File: src/rtl/adpcm_block_decoder_assert.svh
// assertion macros for the adpcm block decoder
// used by the queue and the back end, needs clk_i and rst_ni in scope
`ifndef ADPCM_BLOCK_DECODER_ASSERT_SVH
`define ADPCM_BLOCK_DECODER_ASSERT_SVH
`ifndef NO_ASSERTIONS
`define ADBD_ASSERT(lbl, prop, msg) \
  lbl: assert property (@(posedge clk_i) disable iff (!rst_ni) (prop)) else $error(msg);
`define ADBD_ASSERT_IMPL(lbl, ante, cons, msg) \
  lbl: assert property (@(posedge clk_i) disable iff (!rst_ni) (ante) |-> (cons)) \
    else $error(msg);
`define ADBD_ASSERT_NEXT(lbl, ante, cons, msg) \
  lbl: assert property (@(posedge clk_i) disable iff (!rst_ni) (ante) |=> (cons)) \
    else $error(msg);
`else
`define ADBD_ASSERT(lbl, prop, msg)
`define ADBD_ASSERT_IMPL(lbl, ante, cons, msg)
`define ADBD_ASSERT_NEXT(lbl, ante, cons, msg)
`endif
`endif

File: src/rtl/adpcm_bd_pkg.sv
// types, constants and coefficient tables of the adpcm block decoder
// no dependencies
package adpcm_bd_pkg;

  localparam int unsigned ShiftW  = 4;
  localparam int unsigned FilterW = 3;
  localparam int unsigned PosW    = 4;

  localparam logic [ShiftW-1:0]  MaxShift  = 4'd12;
  localparam logic [FilterW-1:0] MaxFilter = 3'd4;
  localparam logic [PosW-1:0]    PosHeader = 4'd0;
  localparam logic [PosW-1:0]    PosFlags  = 4'd1;

  localparam logic KindSample = 1'b0;
  localparam logic KindFlags  = 1'b1;

  localparam logic signed [15:0] SampleMax = 16'sh7FFF;
  localparam logic signed [15:0] SampleMin = -16'sh8000;

  // work queued from front to back
  typedef enum logic [1:0] {
    OP_CLEAR,
    OP_FLAGS,
    OP_DATA
  } op_e;

  typedef struct packed {
    op_e                op;
    logic [7:0]         data;
    logic [ShiftW-1:0]  shift;
    logic [FilterW-1:0] filter;
  } entry_t;

  typedef struct packed {
    logic empty;
    logic full;
  } q_stat_t;

  // weight of the previous sample
  function automatic logic signed [7:0] coef_pos(input logic [FilterW-1:0] sel);
    logic signed [7:0] c;
    case (sel)
      3'd1:    c = 8'sd60;
      3'd2:    c = 8'sd115;
      3'd3:    c = 8'sd98;
      3'd4:    c = 8'sd122;
      default: c = 8'sd0;
    endcase
    return c;
  endfunction

  // weight of the sample before the previous one
  function automatic logic signed [7:0] coef_neg(input logic [FilterW-1:0] sel);
    logic signed [7:0] c;
    case (sel)
      3'd2:    c = -8'sd52;
      3'd3:    c = -8'sd55;
      3'd4:    c = -8'sd60;
      default: c = 8'sd0;
    endcase
    return c;
  endfunction

endpackage

File: src/rtl/adpcm_bd_if.sv
// valid/ready channel interfaces of the adpcm block decoder
// byte input channel and result output channel, no dependencies
interface adpcm_bd_in_if;
  logic       valid;
  logic       ready;
  logic [7:0] data_byte;
  logic       start_voice;

  modport source (output valid, output data_byte, output start_voice, input ready);
  modport sink   (input valid, input data_byte, input start_voice, output ready);
endinterface

interface adpcm_bd_out_if;
  logic               valid;
  logic               ready;
  logic               item_kind;
  logic signed [15:0] pcm_sample;
  logic [7:0]         block_flags;
  logic               last_of_byte;

  modport source (output valid, output item_kind, output pcm_sample, output block_flags,
                  output last_of_byte, input ready);
  modport sink   (input valid, input item_kind, input pcm_sample, input block_flags,
                  input last_of_byte, output ready);
endinterface

File: src/rtl/adpcm_bd_fifo.sv
// short queue of work entries between front and back end
// depends on adpcm_bd_pkg and adpcm_block_decoder_assert.svh
`include "adpcm_block_decoder_assert.svh"

module adpcm_bd_fifo import adpcm_bd_pkg::*; #(
  parameter int unsigned Depth = 4
) (
  input  logic    clk_i,
  input  logic    rst_ni,
  input  logic    push_i,
  input  entry_t  push_entry_i,
  input  logic    pop_i,
  output entry_t  head_o,
  output q_stat_t stat_o
);

  localparam int unsigned PtrW = (Depth > 1) ? $clog2(Depth) : 1;
  localparam int unsigned CntW = $clog2(Depth + 1);

  entry_t            mem_q [Depth];
  logic [PtrW-1:0]   wr_ptr_q, wr_ptr_d;
  logic [PtrW-1:0]   rd_ptr_q, rd_ptr_d;
  logic [CntW-1:0]   count_q, count_d;

  assign stat_o.empty = (count_q == '0);
  assign stat_o.full  = (count_q == CntW'(Depth));
  assign head_o       = mem_q[rd_ptr_q];

  // pointer and fill count update
  always_comb begin
    wr_ptr_d = wr_ptr_q;
    rd_ptr_d = rd_ptr_q;
    count_d  = count_q;
    if (push_i) begin
      wr_ptr_d = (wr_ptr_q == PtrW'(Depth - 1)) ? '0 : wr_ptr_q + 1'b1;
    end
    if (pop_i) begin
      rd_ptr_d = (rd_ptr_q == PtrW'(Depth - 1)) ? '0 : rd_ptr_q + 1'b1;
    end
    if (push_i && !pop_i) begin
      count_d = count_q + 1'b1;
    end else if (!push_i && pop_i) begin
      count_d = count_q - 1'b1;
    end
  end

  always_ff @(posedge clk_i or negedge rst_ni) begin
    if (!rst_ni) begin
      wr_ptr_q <= '0;
      rd_ptr_q <= '0;
      count_q  <= '0;
    end else begin
      wr_ptr_q <= wr_ptr_d;
      rd_ptr_q <= rd_ptr_d;
      count_q  <= count_d;
    end
  end

  // entry storage
  always_ff @(posedge clk_i) begin
    if (push_i) begin
      mem_q[wr_ptr_q] <= push_entry_i;
    end
  end

  `ADBD_ASSERT(a_fifo_count_bound, count_q <= CntW'(Depth), "queue fill count above depth")
  `ADBD_ASSERT_IMPL(a_fifo_no_underflow, pop_i, !stat_o.empty, "pop from empty queue")

endmodule

File: src/rtl/adpcm_bd_front.sv
// front end: takes bytes, tracks block position, decodes the header
// depends on adpcm_bd_pkg and adpcm_bd_in_if
module adpcm_bd_front import adpcm_bd_pkg::*; (
  input  logic                clk_i,
  input  logic                rst_ni,
  adpcm_bd_in_if.sink         byte_i,
  input  q_stat_t             q_stat_i,
  output logic                push_o,
  output entry_t              push_entry_o
);

  logic [PosW-1:0]    pos_q, pos_d;
  logic [ShiftW-1:0]  shift_q, shift_d;
  logic [FilterW-1:0] filter_q, filter_d;
  logic [PosW-1:0]    pos_cur;
  logic               accept;
  logic [3:0]         low_nib;
  logic [2:0]         filt_raw;

  assign byte_i.ready = !q_stat_i.full;
  assign accept       = byte_i.valid && byte_i.ready;

  // start of voice forces a header
  assign pos_cur  = byte_i.start_voice ? PosHeader : pos_q;
  assign low_nib  = byte_i.data_byte[3:0];
  assign filt_raw = byte_i.data_byte[6:4];

  // header decode and position step
  always_comb begin
    pos_d    = pos_q;
    shift_d  = shift_q;
    filter_d = filter_q;
    if (accept) begin
      pos_d = pos_cur + 1'b1;
      if (pos_cur == PosHeader) begin
        shift_d  = (low_nib > MaxShift) ? '0 : MaxShift - low_nib;
        filter_d = (filt_raw > MaxFilter) ? MaxFilter : filt_raw;
      end
    end
  end

  // queue entry: clear on voice start, flags byte, or data byte
  always_comb begin
    push_o              = accept && (pos_cur != PosHeader || byte_i.start_voice);
    push_entry_o.data   = byte_i.data_byte;
    push_entry_o.shift  = shift_q;
    push_entry_o.filter = filter_q;
    if (pos_cur == PosHeader) begin
      push_entry_o.op = OP_CLEAR;
    end else if (pos_cur == PosFlags) begin
      push_entry_o.op = OP_FLAGS;
    end else begin
      push_entry_o.op = OP_DATA;
    end
  end

  always_ff @(posedge clk_i or negedge rst_ni) begin
    if (!rst_ni) begin
      pos_q    <= PosHeader;
      shift_q  <= '0;
      filter_q <= '0;
    end else begin
      pos_q    <= pos_d;
      shift_q  <= shift_d;
      filter_q <= filter_d;
    end
  end

endmodule

File: src/rtl/adpcm_bd_back.sv
// back end: decodes one nibble per cycle into the output register while that register is free
// depends on adpcm_bd_pkg, adpcm_bd_out_if and adpcm_block_decoder_assert.svh
`include "adpcm_block_decoder_assert.svh"

module adpcm_bd_back import adpcm_bd_pkg::*; (
  input  logic            clk_i,
  input  logic            rst_ni,
  input  entry_t          head_i,
  input  q_stat_t         q_stat_i,
  output logic            pop_o,
  adpcm_bd_out_if.source  result_o
);

  logic signed [15:0] prev_q, prev_d;
  logic signed [15:0] older_q, older_d;
  logic               phase_q, phase_d;

  logic               out_valid_q, out_valid_d;
  logic               kind_q, kind_d;
  logic signed [15:0] pcm_q, pcm_d;
  logic [7:0]         flags_q, flags_d;
  logic               last_q, last_d;

  logic               head_valid;
  logic               out_free;
  logic               step;
  logic [3:0]         nib;
  logic signed [16:0] base;
  logic signed [7:0]  cp;
  logic signed [7:0]  cn;
  logic signed [23:0] prod_a;
  logic signed [23:0] prod_b;
  logic signed [24:0] pred;
  logic signed [24:0] pred_adj;
  logic signed [18:0] quot;
  logic signed [19:0] sum;
  logic signed [15:0] sample;

  assign head_valid = !q_stat_i.empty;
  assign out_free   = !out_valid_q || result_o.ready;

  // nibble scaled by shift
  assign nib  = phase_q ? head_i.data[7:4] : head_i.data[3:0];
  assign base = {{13{nib[3]}}, nib} << head_i.shift;

  // prediction from history plus 32, divided by 64 toward zero
  assign cp       = coef_pos(head_i.filter);
  assign cn       = coef_neg(head_i.filter);
  assign prod_a   = prev_q * cp;
  assign prod_b   = older_q * cn;
  assign pred     = {prod_a[23], prod_a} + {prod_b[23], prod_b} + 25'sd32;
  assign pred_adj = pred + (pred[24] ? 25'sd63 : 25'sd0);
  assign quot     = pred_adj[24:6];
  assign sum      = {quot[18], quot} + {{3{base[16]}}, base};

  // saturate to 16 bits
  always_comb begin
    if (sum > 20'(SampleMax)) begin
      sample = SampleMax;
    end else if (sum < 20'(SampleMin)) begin
      sample = SampleMin;
    end else begin
      sample = sum[15:0];
    end
  end

  // work on the queue head
  always_comb begin
    prev_d      = prev_q;
    older_d     = older_q;
    phase_d     = phase_q;
    out_valid_d = out_valid_q && !result_o.ready;
    kind_d      = kind_q;
    pcm_d       = pcm_q;
    flags_d     = flags_q;
    last_d      = last_q;
    pop_o       = 1'b0;
    step        = 1'b0;
    if (head_valid) begin
      case (head_i.op)
        OP_CLEAR: begin
          prev_d  = '0;
          older_d = '0;
          pop_o   = 1'b1;
        end
        OP_FLAGS: begin
          if (out_free) begin
            out_valid_d = 1'b1;
            kind_d      = KindFlags;
            pcm_d       = '0;
            flags_d     = head_i.data;
            last_d      = 1'b1;
            pop_o       = 1'b1;
          end
        end
        OP_DATA: begin
          if (out_free) begin
            step        = 1'b1;
            out_valid_d = 1'b1;
            kind_d      = KindSample;
            pcm_d       = sample;
            flags_d     = '0;
            last_d      = phase_q;
            older_d     = prev_q;
            prev_d      = sample;
            phase_d     = !phase_q;
            pop_o       = phase_q;
          end
        end
        default: begin
          pop_o = 1'b1;
        end
      endcase
    end
  end

  always_ff @(posedge clk_i or negedge rst_ni) begin
    if (!rst_ni) begin
      prev_q      <= '0;
      older_q     <= '0;
      phase_q     <= 1'b0;
      out_valid_q <= 1'b0;
    end else begin
      prev_q      <= prev_d;
      older_q     <= older_d;
      phase_q     <= phase_d;
      out_valid_q <= out_valid_d;
    end
  end

  // result payload
  always_ff @(posedge clk_i) begin
    kind_q  <= kind_d;
    pcm_q   <= pcm_d;
    flags_q <= flags_d;
    last_q  <= last_d;
  end

  assign result_o.valid        = out_valid_q;
  assign result_o.item_kind    = kind_q;
  assign result_o.pcm_sample   = pcm_q;
  assign result_o.block_flags  = flags_q;
  assign result_o.last_of_byte = last_q;

  `ADBD_ASSERT_IMPL(a_back_phase_on_data, phase_q, head_valid && head_i.op == OP_DATA, "high nibble pending without data entry")
  `ADBD_ASSERT_NEXT(a_back_phase_returns, phase_q && step, !phase_q, "phase did not return after high nibble")

endmodule

File: src/rtl/adpcm_block_decoder.sv
// Decoder for 16-byte 4-bit ADPCM blocks fed one byte per word. The front end
// accepts a byte every cycle while its queue has room; a header byte takes no
// back-end time unless it starts a voice (then the back end clears history), the
// flags byte gives one flags result, and each data byte gives two results, one per
// nibble, decoded in turn as the history recurrence runs through a single
// multiply-add-saturate stage. With an empty queue a taken byte passes through the
// queue storage and then the output register before its first result shows. A
// result held in the output register stalls the back end until it is taken, while
// the queue keeps the input open until it fills.
// top level, depends on adpcm_bd_pkg, adpcm_bd_if, front, fifo and back modules
module adpcm_block_decoder import adpcm_bd_pkg::*; #(
  parameter int unsigned QueueDepth = 4
) (
  input  logic            clk_i,
  input  logic            rst_ni,
  adpcm_bd_in_if.sink     byte_i,
  adpcm_bd_out_if.source  result_o
);

  logic    push;
  entry_t  push_entry;
  logic    pop;
  entry_t  head;
  q_stat_t q_stat;

  // byte intake and header decode
  adpcm_bd_front u_front (
    .clk_i        (clk_i),
    .rst_ni       (rst_ni),
    .byte_i       (byte_i),
    .q_stat_i     (q_stat),
    .push_o       (push),
    .push_entry_o (push_entry)
  );

  // decoupling queue
  adpcm_bd_fifo #(
    .Depth (QueueDepth)
  ) u_fifo (
    .clk_i        (clk_i),
    .rst_ni       (rst_ni),
    .push_i       (push),
    .push_entry_i (push_entry),
    .pop_i        (pop),
    .head_o       (head),
    .stat_o       (q_stat)
  );

  // sample decode and result register
  adpcm_bd_back u_back (
    .clk_i    (clk_i),
    .rst_ni   (rst_ni),
    .head_i   (head),
    .q_stat_i (q_stat),
    .pop_o    (pop),
    .result_o (result_o)
  );

endmodule

File: src/flat_wrapper.sv
// flat-port wrapper written by rule: the top's interface ports become plain ports
module adpcm_block_decoder_flat import adpcm_bd_pkg::*;
#(
  parameter int unsigned QueueDepth = 4
)
  (clk_i, rst_ni, byte_i_valid, byte_i_data_byte, byte_i_start_voice, byte_i_ready, result_o_valid, result_o_item_kind, result_o_pcm_sample, result_o_block_flags, result_o_last_of_byte, result_o_ready);
  adpcm_bd_in_if byte_i_i ();
  adpcm_bd_out_if result_o_i ();
  input  logic clk_i;
  input  logic rst_ni;
  input wire logic [$bits(byte_i_i.valid)-1:0] byte_i_valid;
  input wire logic [$bits(byte_i_i.data_byte)-1:0] byte_i_data_byte;
  input wire logic [$bits(byte_i_i.start_voice)-1:0] byte_i_start_voice;
  output wire logic [$bits(byte_i_i.ready)-1:0] byte_i_ready;
  output wire logic [$bits(result_o_i.valid)-1:0] result_o_valid;
  output wire logic [$bits(result_o_i.item_kind)-1:0] result_o_item_kind;
  output wire logic [$bits(result_o_i.pcm_sample)-1:0] result_o_pcm_sample;
  output wire logic [$bits(result_o_i.block_flags)-1:0] result_o_block_flags;
  output wire logic [$bits(result_o_i.last_of_byte)-1:0] result_o_last_of_byte;
  input wire logic [$bits(result_o_i.ready)-1:0] result_o_ready;
  assign byte_i_i.valid = byte_i_valid;
  assign byte_i_i.data_byte = byte_i_data_byte;
  assign byte_i_i.start_voice = byte_i_start_voice;
  assign byte_i_ready = byte_i_i.ready;
  assign result_o_valid = result_o_i.valid;
  assign result_o_item_kind = result_o_i.item_kind;
  assign result_o_pcm_sample = result_o_i.pcm_sample;
  assign result_o_block_flags = result_o_i.block_flags;
  assign result_o_last_of_byte = result_o_i.last_of_byte;
  assign result_o_i.ready = result_o_ready;
  adpcm_block_decoder #(.QueueDepth(QueueDepth)) u_core (.clk_i(clk_i), .rst_ni(rst_ni), .byte_i(byte_i_i), .result_o(result_o_i));
endmodule
File: config.mk
export PLATFORM = sky130hd
export DESIGN_NAME = adpcm_block_decoder_flat
export DESIGN_NICKNAME = d
export VERILOG_FILES = /design/src/rtl/adpcm_bd_pkg.sv /design/src/rtl/adpcm_bd_if.sv /design/src/rtl/adpcm_bd_fifo.sv /design/src/rtl/adpcm_bd_front.sv /design/src/rtl/adpcm_bd_back.sv /design/src/rtl/adpcm_block_decoder.sv /design/src/flat_wrapper.sv
export VERILOG_INCLUDE_DIRS = /design/src /design/src/rtl
export SDC_FILE = /design/constraint.sdc
export NUM_CORES = 1
export LEC_CHECK = 0
export BUFFER_PORTS_ARGS = -buffer_cell sky130_fd_sc_hd__buf_4
export CAP_MARGIN = 10
export CORE_MARGIN = 8
export CORE_UTILIZATION = 40
export CTS_BUF_LIST = sky130_fd_sc_hd__clkbuf_8 sky130_fd_sc_hd__clkbuf_16
export CTS_CLUSTER_DIAMETER = 200
export DETAILED_ROUTE_END_ITERATION = 6
export MAX_ROUTING_LAYER = met4
export SLEW_MARGIN = 0
export SYNTH_ARGS = -nofsm -noshare
export SYNTH_HDL_FRONTEND = slang
export SYNTH_SLANG_ARGS = --single-unit
File: constraint.sdc
create_clock -name clk_i -period 9.49 [get_ports clk_i]
set_input_delay 2.847 -clock clk_i [delete_from_list [all_inputs] [get_ports clk_i]]
set_output_delay 2.847 -clock clk_i [all_outputs]
set_load 0.01 [all_outputs]
Word-level counts from Yosys, hierarchy flattened --
Memory sizes are Yosys's and may differ from the RTL's. Index checks and enable logic that the tools add are counted.
Operators by class: equality and inequality tests 12, $lt $le $gt $ge 4, muxes and demuxes 38, reduce and logical (&&, ||, !) cells 25, multipliers 2, shift operators 1, bitwise logic cells 1, add/subtract/negate cells 10
Operator list (number):
- case mux 16 bit (2 select lines) | 3
- two-way mux 16 bit | 5
- multiplier 16 x 8 -> 24 bit | 2
- case mux 7 bit (4 select lines) | 1
- adder 24 x 24 -> 25 bit | 1
- adder 25 x 6 -> 25 bit (second input constant) | 1
- adder 25 x 7 -> 25 bit | 1
- case mux 8 bit (3 select lines) | 1
- adder 19 x 17 -> 20 bit | 1
- greater-than comparator 20 x 16 -> 1 bit (second input constant) | 1
- less-than comparator 20 x 16 -> 1 bit (second input constant) | 1
- << shifter 17 x 4 -> 17 bit | 1
- two-way mux 8 bit | 2
- case mux 8 bit (2 select lines) | 1
- two-way mux 4 bit | 3
- two-way mux 1 bit | 11
- two-way mux 3 bit | 3
- two-way mux 2 bit | 4
- == test 2 bit (second input constant) | 3
- == test 3 x 2 -> 1 bit (second input constant) | 2
- == test 3 bit (second input constant) | 2
- zero test 1 bit | 6
- two-way mux 6 bit | 1
- case mux 1 bit (2 select lines) | 3
- other kinds (23) | 33
Storage, ports and cells: bits in registers 78, RAM bits 68, output and inout port bits 28, input bits 13, memories kept 1
Memories:
- u_core.u_fifo.mem_q | depth 4, bits a word 17, read ports 1, clocked after Yosys merged registers in 0, write ports 1, line adpcm_bd_fifo.sv:20 | entry_t mem_q [Depth];

Depth between registers and ports, before layout --
Gate-level depths: netlist of run 1. An unclocked memory read counts as a cell.
depth after elaboration 14, mapped depth 44

By module --
Synthesis of run 1 repeated with hierarchy kept, for this count alone.
Unflattened totals: cells, all modules 1488, area, all modules 15728.8 um^2
By module, submodules not included:
- adpcm_bd_back | sequential area each 1631.6 um^2, times used 1, cells an instance 1292, area each 12126.6 um^2
- adpcm_bd_fifo | sequential area each 2217.1 um^2, times used 1, cells an instance 126, area each 2911.5 um^2
- adpcm_bd_front | sequential area each 275.3 um^2, times used 1, cells an instance 70, area each 690.7 um^2

Worst setup path after synthesis of run 1 --
Ideal clock, no wire load.
path type reg2reg, start point register u_core.u_fifo.rd_ptr_q[0], end point register u_core.u_back.prev_q[6], cell stages (with the launch flop) 43, clock period less this slack 10549 ps, path slack -1059 ps, arrival 10425 ps, library setup time 125 ps, data required time 9365 ps, path through dfrtp_1 -> buf_2 -> mux4_2 -> nor3b_1 -> or2_2 -> clkbuf_1 -> clkbuf_1 -> and2_1 -> or2_1 -> fa_1 -> inv_1 -> fa_1 -> fa_1 -> fa_1 -> inv_1 -> fa_1 -> inv_1 -> fa_1 -> (+7 left out) -> a2111oi_4 -> nand4_4 -> nor2_1 -> nand3_1 -> xnor2_1 -> ha_1 -> clkbuf_1 -> a21o_1 -> a31oi_1 -> o21bai_1 -> a41o_1 -> mux2i_1 -> a211oi_1 -> a41oi_1 -> nand2_1 -> buf_2 -> o21ai_1 -> mux2_2
On the way: longest elaborated chain between the ends 14
RTL lines:
- start, declared | line adpcm_bd_fifo.sv:22 | logic [PtrW-1:0] rd_ptr_q, rd_ptr_d;
- start signal, assigned | line adpcm_bd_fifo.sv:54 | rd_ptr_q <= rd_ptr_d;
- memory (4 x 17 bit) *
- == test 3 bit (tied with other cells) | line adpcm_bd_pkg.sv:42, adpcm_bd_pkg.sv:55
- case mux 7 bit (4 select lines) / case mux 8 bit (3 select lines) (equally long branches) | line adpcm_bd_pkg.sv:42, adpcm_bd_pkg.sv:55
- multiplier 16 x 8 -> 24 bit, on equally long branches | line adpcm_bd_back.sv:49, adpcm_bd_back.sv:50
- adder 24 x 24 -> 25 bit | line adpcm_bd_back.sv:51 | assign pred = {prod_a[23], prod_a} + {prod_b[23], prod_b} + 25'sd32;
- adder 25 x 6 -> 25 bit | line adpcm_bd_back.sv:51
- two-way mux 6 bit | line adpcm_bd_back.sv:52 | assign pred_adj = pred + (pred[24] ? 25'sd63 : 25'sd0);
- adder 25 x 7 -> 25 bit | line adpcm_bd_back.sv:52
- adder 19 x 17 -> 20 bit | line adpcm_bd_back.sv:54 | assign sum = {quot[18], quot} + {{3{base[16]}}, base};
- less-than comparator 20 x 16 -> 1 bit | line adpcm_bd_back.sv:60 | end else if (sum < 20'(SampleMin)) begin
- two-way mux 16 bit | line adpcm_bd_back.sv:60
- two-way mux 16 bit | line adpcm_bd_back.sv:58 | if (sum > 20'(SampleMax)) begin
- two-way mux 16 bit | line adpcm_bd_back.sv:97 | if (out_free) begin
- case mux 16 bit (2 select lines) | line adpcm_bd_back.sv:80 | case (head_i.op)
- end signal, assigned | line adpcm_bd_back.sv:124 | prev_q <= prev_d;
- end, declared | line adpcm_bd_back.sv:14 | logic signed [15:0] prev_q, prev_d;
Mark *: on every way between the ends. The rest lies on a longest branch, timed or not. The select of a mux whose other input is x is not followed. A chain may end at the register's enable or synchronous reset.

Final worst setup path of run 1 --
start point register u_core.u_fifo.rd_ptr_q[0], end point register u_core.u_back.prev_q[8]
The elaborated chain is that of the path after synthesis.

==> results of run 1 <==
## worst register-to-register path: cells and delay by family (launching register included)
kind	cells	cell delay, ns
flip-flops	1	0.42
XOR/XNOR	1	0.13
multiplexers	2	0.72
AND/OR/NAND/NOR	13	2.52
AO/OA/AOI/OAI	8	2.06
buffers and inverters	8	0.87
adder cells (fa/ha/maj)	8	3.44
## layer usage
metal	global-route usage (%)	routed length, um
met5	-	0
met4	4.87	858
met3	2.48	1410
met2	31.3	20200
met1	22.8	16500
## cell type report
type	instances	area, um2	share of cell area [%]
multi-input cells	1033	10900	55.7
flip-flops and latches	146	4130	21.1
repair buffers	298	2340	11.9
inverters	254	955	4.87
well taps	511	639	3.26
clock buffers	17	425	2.17
clock inverters	15	201	1.03
## layout by cell type, fill, tap and decap left out, drive strengths merged, types with 4 or more instances in the layout
| cell type | Yosys | layout |
|---|---|---|
| a211oi | 4 | 4 |
| a21o | 8 | 8 |
| a21oi | 54 | 54 |
| a221oi | 4 | 4 |
| a31oi | 8 | 8 |
| and2 | 100 | 100 |
| and3 | 23 | 23 |
| buf | 7 | 298 |
| clkbuf | 26 | 17 |
| clkinv | 2 | 10 |
| dfrtp | 52 | 52 |
| edfxtp | 94 | 94 |
| fa | 185 | 185 |
| ha | 138 | 138 |
| inv | 252 | 259 |
| mux2 | 19 | 19 |
| mux2i | 12 | 12 |
| mux4 | 17 | 17 |
| nand2 | 104 | 106 |
| nand2b | 11 | 11 |
| nand3 | 27 | 27 |
| nand4 | 4 | 4 |
| nor2 | 66 | 66 |
| nor2b | 25 | 25 |
| nor3 | 13 | 13 |
| nor3b | 5 | 5 |
| o21a | 13 | 13 |
| o21ai | 52 | 52 |
| o21bai | 8 | 8 |
| or2 | 27 | 28 |
| xnor2 | 44 | 44 |
| xor2 | 21 | 21 |
## state kept, by name, summed over array words and instances (netlist names)
name,count
u_core.u_back.older_q,16
u_core.u_back.phase_q,1
u_core.u_back.prev_q,16
u_core.u_back.result_o.block_flags,8
u_core.u_back.result_o.item_kind,1
u_core.u_back.result_o.last_of_byte,1
u_core.u_back.result_o.pcm_sample,16
u_core.u_back.result_o.valid,1
u_core.u_fifo.count_q,3
u_core.u_fifo.mem_q,68
u_core.u_fifo.rd_ptr_q,2
u_core.u_fifo.wr_ptr_q,2
u_core.u_front.filter_q,3
u_core.u_front.pos_q,4
u_core.u_front.shift_q,4
## stage by stage
step	setup slack, ns	instance area, um2	setup TNS [ns]	hold WS [ns]
finish	-0.713	19600	-19.26	0.517
global route	-1.12	19600	-32.15	0.545
CTS	-0.539	19000	-14.69	0.519
detailed placement	-0.900	18000	-25.36	0.510
global placement	-0.728	18000	-20.98	0.496
floorplan	-0.376	15500	-7.95	0.464
## timing repair
action | 4_1_cts | 5_1_grt
cloned | 2 | 1
pin swaps | 25 | 64
setup endpoints to repair | 32 | 32
buffers inserted | 13 | 21
hold buffers | 0 | 0
gates resized for setup | 63 | 85
## cells by family (layout without fill, tap and decap cells)
family,Yosys count,count (layout),share of synthesized area (%)
AO/OA/AOI/OAI,177,177,7.28
XOR/XNOR,65,65,3.84
adder cells (fa/ha/maj),323,323,35.6
buffers and inverters,287,584,7.10
flip-flops,146,146,27.1
multiplexers,48,48,4.71
AND/OR/NAND/NOR,417,420,14.4
## path summary, 6_finish.rpt
check / end / start / slack (ns)
min reg2reg: u_core.u_fifo.count_q[2] / u_core.u_fifo.count_q[2] / 0.52
max reg2reg: u_core.u_back.prev_q[8] / u_core.u_fifo.rd_ptr_q[0] / -0.71
max: u_core.u_back.prev_q[8] / u_core.u_fifo.rd_ptr_q[0] / -0.71
min: u_core.u_fifo.count_q[2] / u_core.u_fifo.count_q[2] / 0.52
max in group asynchronous: u_core.u_fifo.rd_ptr_q[0] / rst_ni / 6.41
min in group asynchronous: u_core.u_back.older_q[11] / rst_ni / 2.50
==> out/results.tsv, run 1 <==
stage	metric	value	unit
critical_path	startpoint types	flop	
logic_synthesis	main area contributors after synthesis	fa_1 24%, edfxtp_1 19%, ha_1 11%	
sta	Max Freq	0.0980	GHz
global_routing	largest net degree at the start of global routing	53	
clock_network	CTS tree	yes	
floorplanning	core area	0.0376	mm2
critical_path	Worst R2R Path Depth	40	
routing	total wire length	39000	um
critical_path	Largest stage delay, worst path	0.57	ns
final_layout	Final #Nets	2086	
logic_synthesis	Syn Area/Cell	10.4	um2
global_routing	vias in the first global route	11900	
routing	TritonRoute pass-1 iters	5	
logic_synthesis	post-synthesis sequential area ratio	27.1	%
critical_path	Critical Path Fanout Max	7	
logic_synthesis	Synth Instances	1463	
logic_synthesis	Post-synth ARST share	35.6	%
routing	Iteration-0 DRC Markers	606	
clock_network	clk_lat worst skew	0.43	ns
logic_synthesis	Syn Nets	1799	
placement	Placer Congestion	0.908	
critical_path	critical path data required time	9.86	ns
critical_path	Worst Path Buf+Inv	8	
sta	final worst-path cycle share	108	%
final_layout	area grow syn2layout	28.6	%
clock_network	Clock Root Buffer	clkbuf_16	
logic_synthesis	Mapped Area	0.0152	mm2
routing	DR WL/cell	17.2	um
floorplanning	Site Rows	71	
global_routing	initial antenna violation count	0	
sta	Pins Over Slew Limit	0	
final_layout	fraction of layout cells with a size suffix above 1	29.6	%
final_layout	final core occ	52.1	%
floorplanning	Boundary Pins	41	
global_routing	GRT Util Overall	18.4	%
final_layout	Post-Layout Cell Count	2274	
critical_path	Arr. time, crit path	10.58	ns
logic_synthesis	top cell type's share of synthesized area	24.3	%
sta	RSZ-0062 raised after global routing	yes	
routing	final antenna-violating net count	0	
sta	Worst Setup Slack, final	-0.713	ns
floorplanning	height of the chip	211	um
sta	fin crit period	10.20	ns
run	Max Cap Viol	0	
final_layout	filler instances	3355	
logic_synthesis	most frequent cell after synthesis	inv_1	
routing	# DRC	0	
clock_network	H-tree Lvls	4	
sta	Final Hold Fails	0	
floorplanning	Die W	211	um
outcome	failing checks	setup timing	
logic_synthesis	Synth Flop Type	edfxtp_1	
clock_network	Reg clk slew, reported paths	0.07	ns
logic_synthesis	Yosys top cell by area	fa_1	
clock_network	clk buf depth	2	
logic_synthesis	Synth Register Bits	146	
logic_synthesis	top cells by count, synth	252 x inv_1, 185 x fa_1, 138 x ha_1, 104 x nand2_1, 99 x and2_1	
logic_synthesis	Synth warnings	0	
logic_synthesis	Netlist cell types	66	
clock_network	TritonCTS buffer count	17	
critical_path	Worst setup EP type	flop	
floorplanning	Starting Density	40.5	%
placement	port bufs	40	
hold_path	Hold Crit Class	flop to flop	
critical_path	Worst path depth	40	
sta	Slew HR	37.4	%
global_routing	first-pass GRT wire length	62500	um
sta	# setup viols final	32	
sta	Fin Clk Skew	0.0112	ns
logic_synthesis	number of synthesized flops with an enable pin	94	
floorplanning	die footprint	0.0446	mm2
final_layout	# diodes	0	
global_routing	total grt overflow	0	
placement	dpl cells	2206	
clock_network	Sink Count	146	
critical_path	delay-heaviest family, CP	adder cells	
hold_path	WHS Path Cells	1	
critical_path	Slowest cell on crit path	fa_1	
critical_path	WS Path Type	flop to flop	
placement	hpwl dp	30700	um
routing	DR vias/cell	4.97	
outcome	outcome	finished, violations left	
routing	via count	11300	
sta	Slew @ Worst Pin	0.939	ns
Power of run 1 is left out: the tool's default activity adds up to more than one toggle a clock period on the data nets, which glitch-free logic cannot reach.
==> inputs of run 2 (changes only) <==
- PLACE_DENSITY: not set -> 0.69
==> out/results.tsv, run 2 (same netlist as run 1, synthesis figures left out) <==
stage	metric	value	unit
outcome	outcome	finished, violations left	
outcome	failing checks	setup timing	
clock_network	H-tree Lvls	4	
final_layout	fin area	0.0193	mm2
global_routing	first-pass GRT wire length	63200	um
sta	Slew @ Worst Pin	0.941	ns
global_routing	vias in the first global route	12200	
final_layout	area grow syn2layout	26.6	%
critical_path	most frequent CP cell	fa_1	
floorplanning	Site Rows	71	
placement	dpl cells	2205	
global_routing	total grt overflow	0	
sta	Final Hold Fails	0	
routing	DR vias/cell	5.01	
sta	fin crit period	10.16	ns
critical_path	Arr. time, crit path	10.48	ns
clock_network	clk buf depth	2	
floorplanning	die footprint	0.0446	mm2
critical_path	Slowest cell on crit path	fa_1	
sta	RSZ-0062 raised after global routing	yes	
clock_network	Sink Count	146	
sta	Slew HR	37.3	%
final_layout	fraction of layout cells with a size suffix above 1	28.0	%
sta	Max Freq	0.0984	GHz
floorplanning	core area	0.0376	mm2
placement	placed inst area	0.0180	mm2
placement	Placer Congestion	0.905	
routing	TritonRoute pass-1 iters	5	
critical_path	Largest stage delay, worst path	0.57	ns
hold_path	worst hold path startpoint	u_core.u_fifo.count_q[2]	
routing	total wire length	38900	um
final_layout	register with the most flip-flops	u_core.u_fifo.mem_q	
sta	Worst Setup Slack, final	-0.668	ns
critical_path	reg2reg end	u_core.u_back.prev_q[9]	
floorplanning	height of the chip	211	um
critical_path	Critical Path Fanout Max	8	
final_layout	leading cell type in the layout, fill and taps excluded	buf_4	
critical_path	startpoint types	flop	
placement	hpwl dp	30700	um
hold_path	Worst Hold Path EP	u_core.u_fifo.count_q[2]	
clock_network	clk_lat worst skew	0.44	ns
final_layout	Post-Layout Cell Count	2264	
critical_path	Worst R2R Path Depth	40	
routing	final antenna-violating net count	0	
final_layout	# diodes	0	
sta	Pins Over Slew Limit	0	
global_routing	initial antenna violation count	0	
routing	Iteration-0 DRC Markers	686	
critical_path	R2R setup slack	-0.67	ns
hold_path	WHS Path Cells	1	
critical_path	Worst R2R Start	u_core.u_fifo.rd_ptr_q[0]	
final_layout	most frequent cells in the layout	278 x buf_4, 246 x inv_1, 180 x fa_1	
sta	setup TNS	-18.03	ns
clock_network	TritonCTS buffer count	17	
sta	Fin Clk Skew	0.0202	ns
clock_network	CTS tree	yes	
routing	DR WL/cell	17.2	um
run	Max Cap Viol	0	
clock_network	Clock Root Buffer	clkbuf_16	
placement	port bufs	40	
critical_path	critical path data required time	9.81	ns
global_routing	largest net degree at the start of global routing	53	
routing	# DRC	0	
final_layout	number of flip-flops in the largest register	68	
floorplanning	Starting Density	40.5	%
critical_path	Worst setup EP type	flop	
final_layout	Final #Nets	2076	
sta	final worst-path cycle share	107	%
hold_path	Hold Crit Class	flop to flop	
floorplanning	Boundary Pins	41	
sta	# setup viols final	32	
critical_path	WS Path Type	flop to flop	
global_routing	GRT Util Overall	18.6	%
clock_network	Reg clk slew, reported paths	0.07	ns
floorplanning	Die W	211	um
routing	via count	11400	
==> run 2: per-layer routing <==
layer / up-vias / track usage (%) / part of all wire [%]
met1: 5707 / 22.9 / 43
met4: 0 / 6.44 / 3.2
met3: 61 / 2.27 / 3.0
met5: - / - / 0
li1: 5355 / - / -
met2: 227 / 31.2 / 51
==> run 2: cell type report <==
| cell class | count | area (um2) |
|---|---|---|
| clock inverters | 15 | 163 |
| well taps | 511 | 639 |
| multi-input cells | 1031 | 10700 |
| inverters | 254 | 953 |
| clock buffers | 17 | 425 |
| repair buffers | 290 | 2270 |
| flip-flops and latches | 146 | 4130 |
| fillers | 3313 | 18300 |
==> run 2: stage by stage <==
step | setup WS (ns) | hold slack, ns | util, %
final | -0.668 | 0.504 | 51.3
after global routing | -1.08 | 0.531 | 51.3
after CTS | -0.523 | 0.507 | 50.3
after detailed placement | -0.842 | 0.496 | 47.8
after global placement | -0.687 | 0.489 | 47.8
after floorplan | -0.376 | 0.464 | -
==> run 2: repair_timing <==
action	in CTS	in global routing
hold buffers	0	0
gates cloned	1	1
endpoints found under the setup margin	32	32
setup buffers	17	9
gates resized for setup	54	60
pin swaps	21	29
==> run 2: worst max path at each step <==
stage | depth (start not counted) | slack, ns | endpoint | start
6_report | 40 | -0.67 | u_core.u_back.prev_q[9] | u_core.u_fifo.rd_ptr_q[0]
5_1_grt | 40 | -1.08 | u_core.u_back.prev_q[10] | u_core.u_fifo.rd_ptr_q[0]
4_1_cts | 38 | -0.52 | u_core.u_back.prev_q[12] | u_core.u_fifo.rd_ptr_q[0]
3_5_place_dp | 36 | -0.84 | u_core.u_back.prev_q[4] | u_core.u_fifo.rd_ptr_q[0]
3_3_place_gp | 36 | -0.69 | u_core.u_back.prev_q[13] | u_core.u_fifo.rd_ptr_q[0]
2_1_floorplan | 42 | -0.38 | u_core.u_back.prev_q[9] | u_core.u_fifo.rd_ptr_q[0]
==> run 2: critical path, delay by kind of cell, from the launching register on <==
kind	cells	cell delay (ns)
DFF	1	0.41
adders and majority gates	8	3.67
muxes	3	0.93
AOI/OAI and AO/OA	10	2.06
and+or+nand+nor	11	2.04
buffers and inverters	7	0.77
xor gates and xnor gates	1	0.14
Power of run 2 is left out for the same reason.
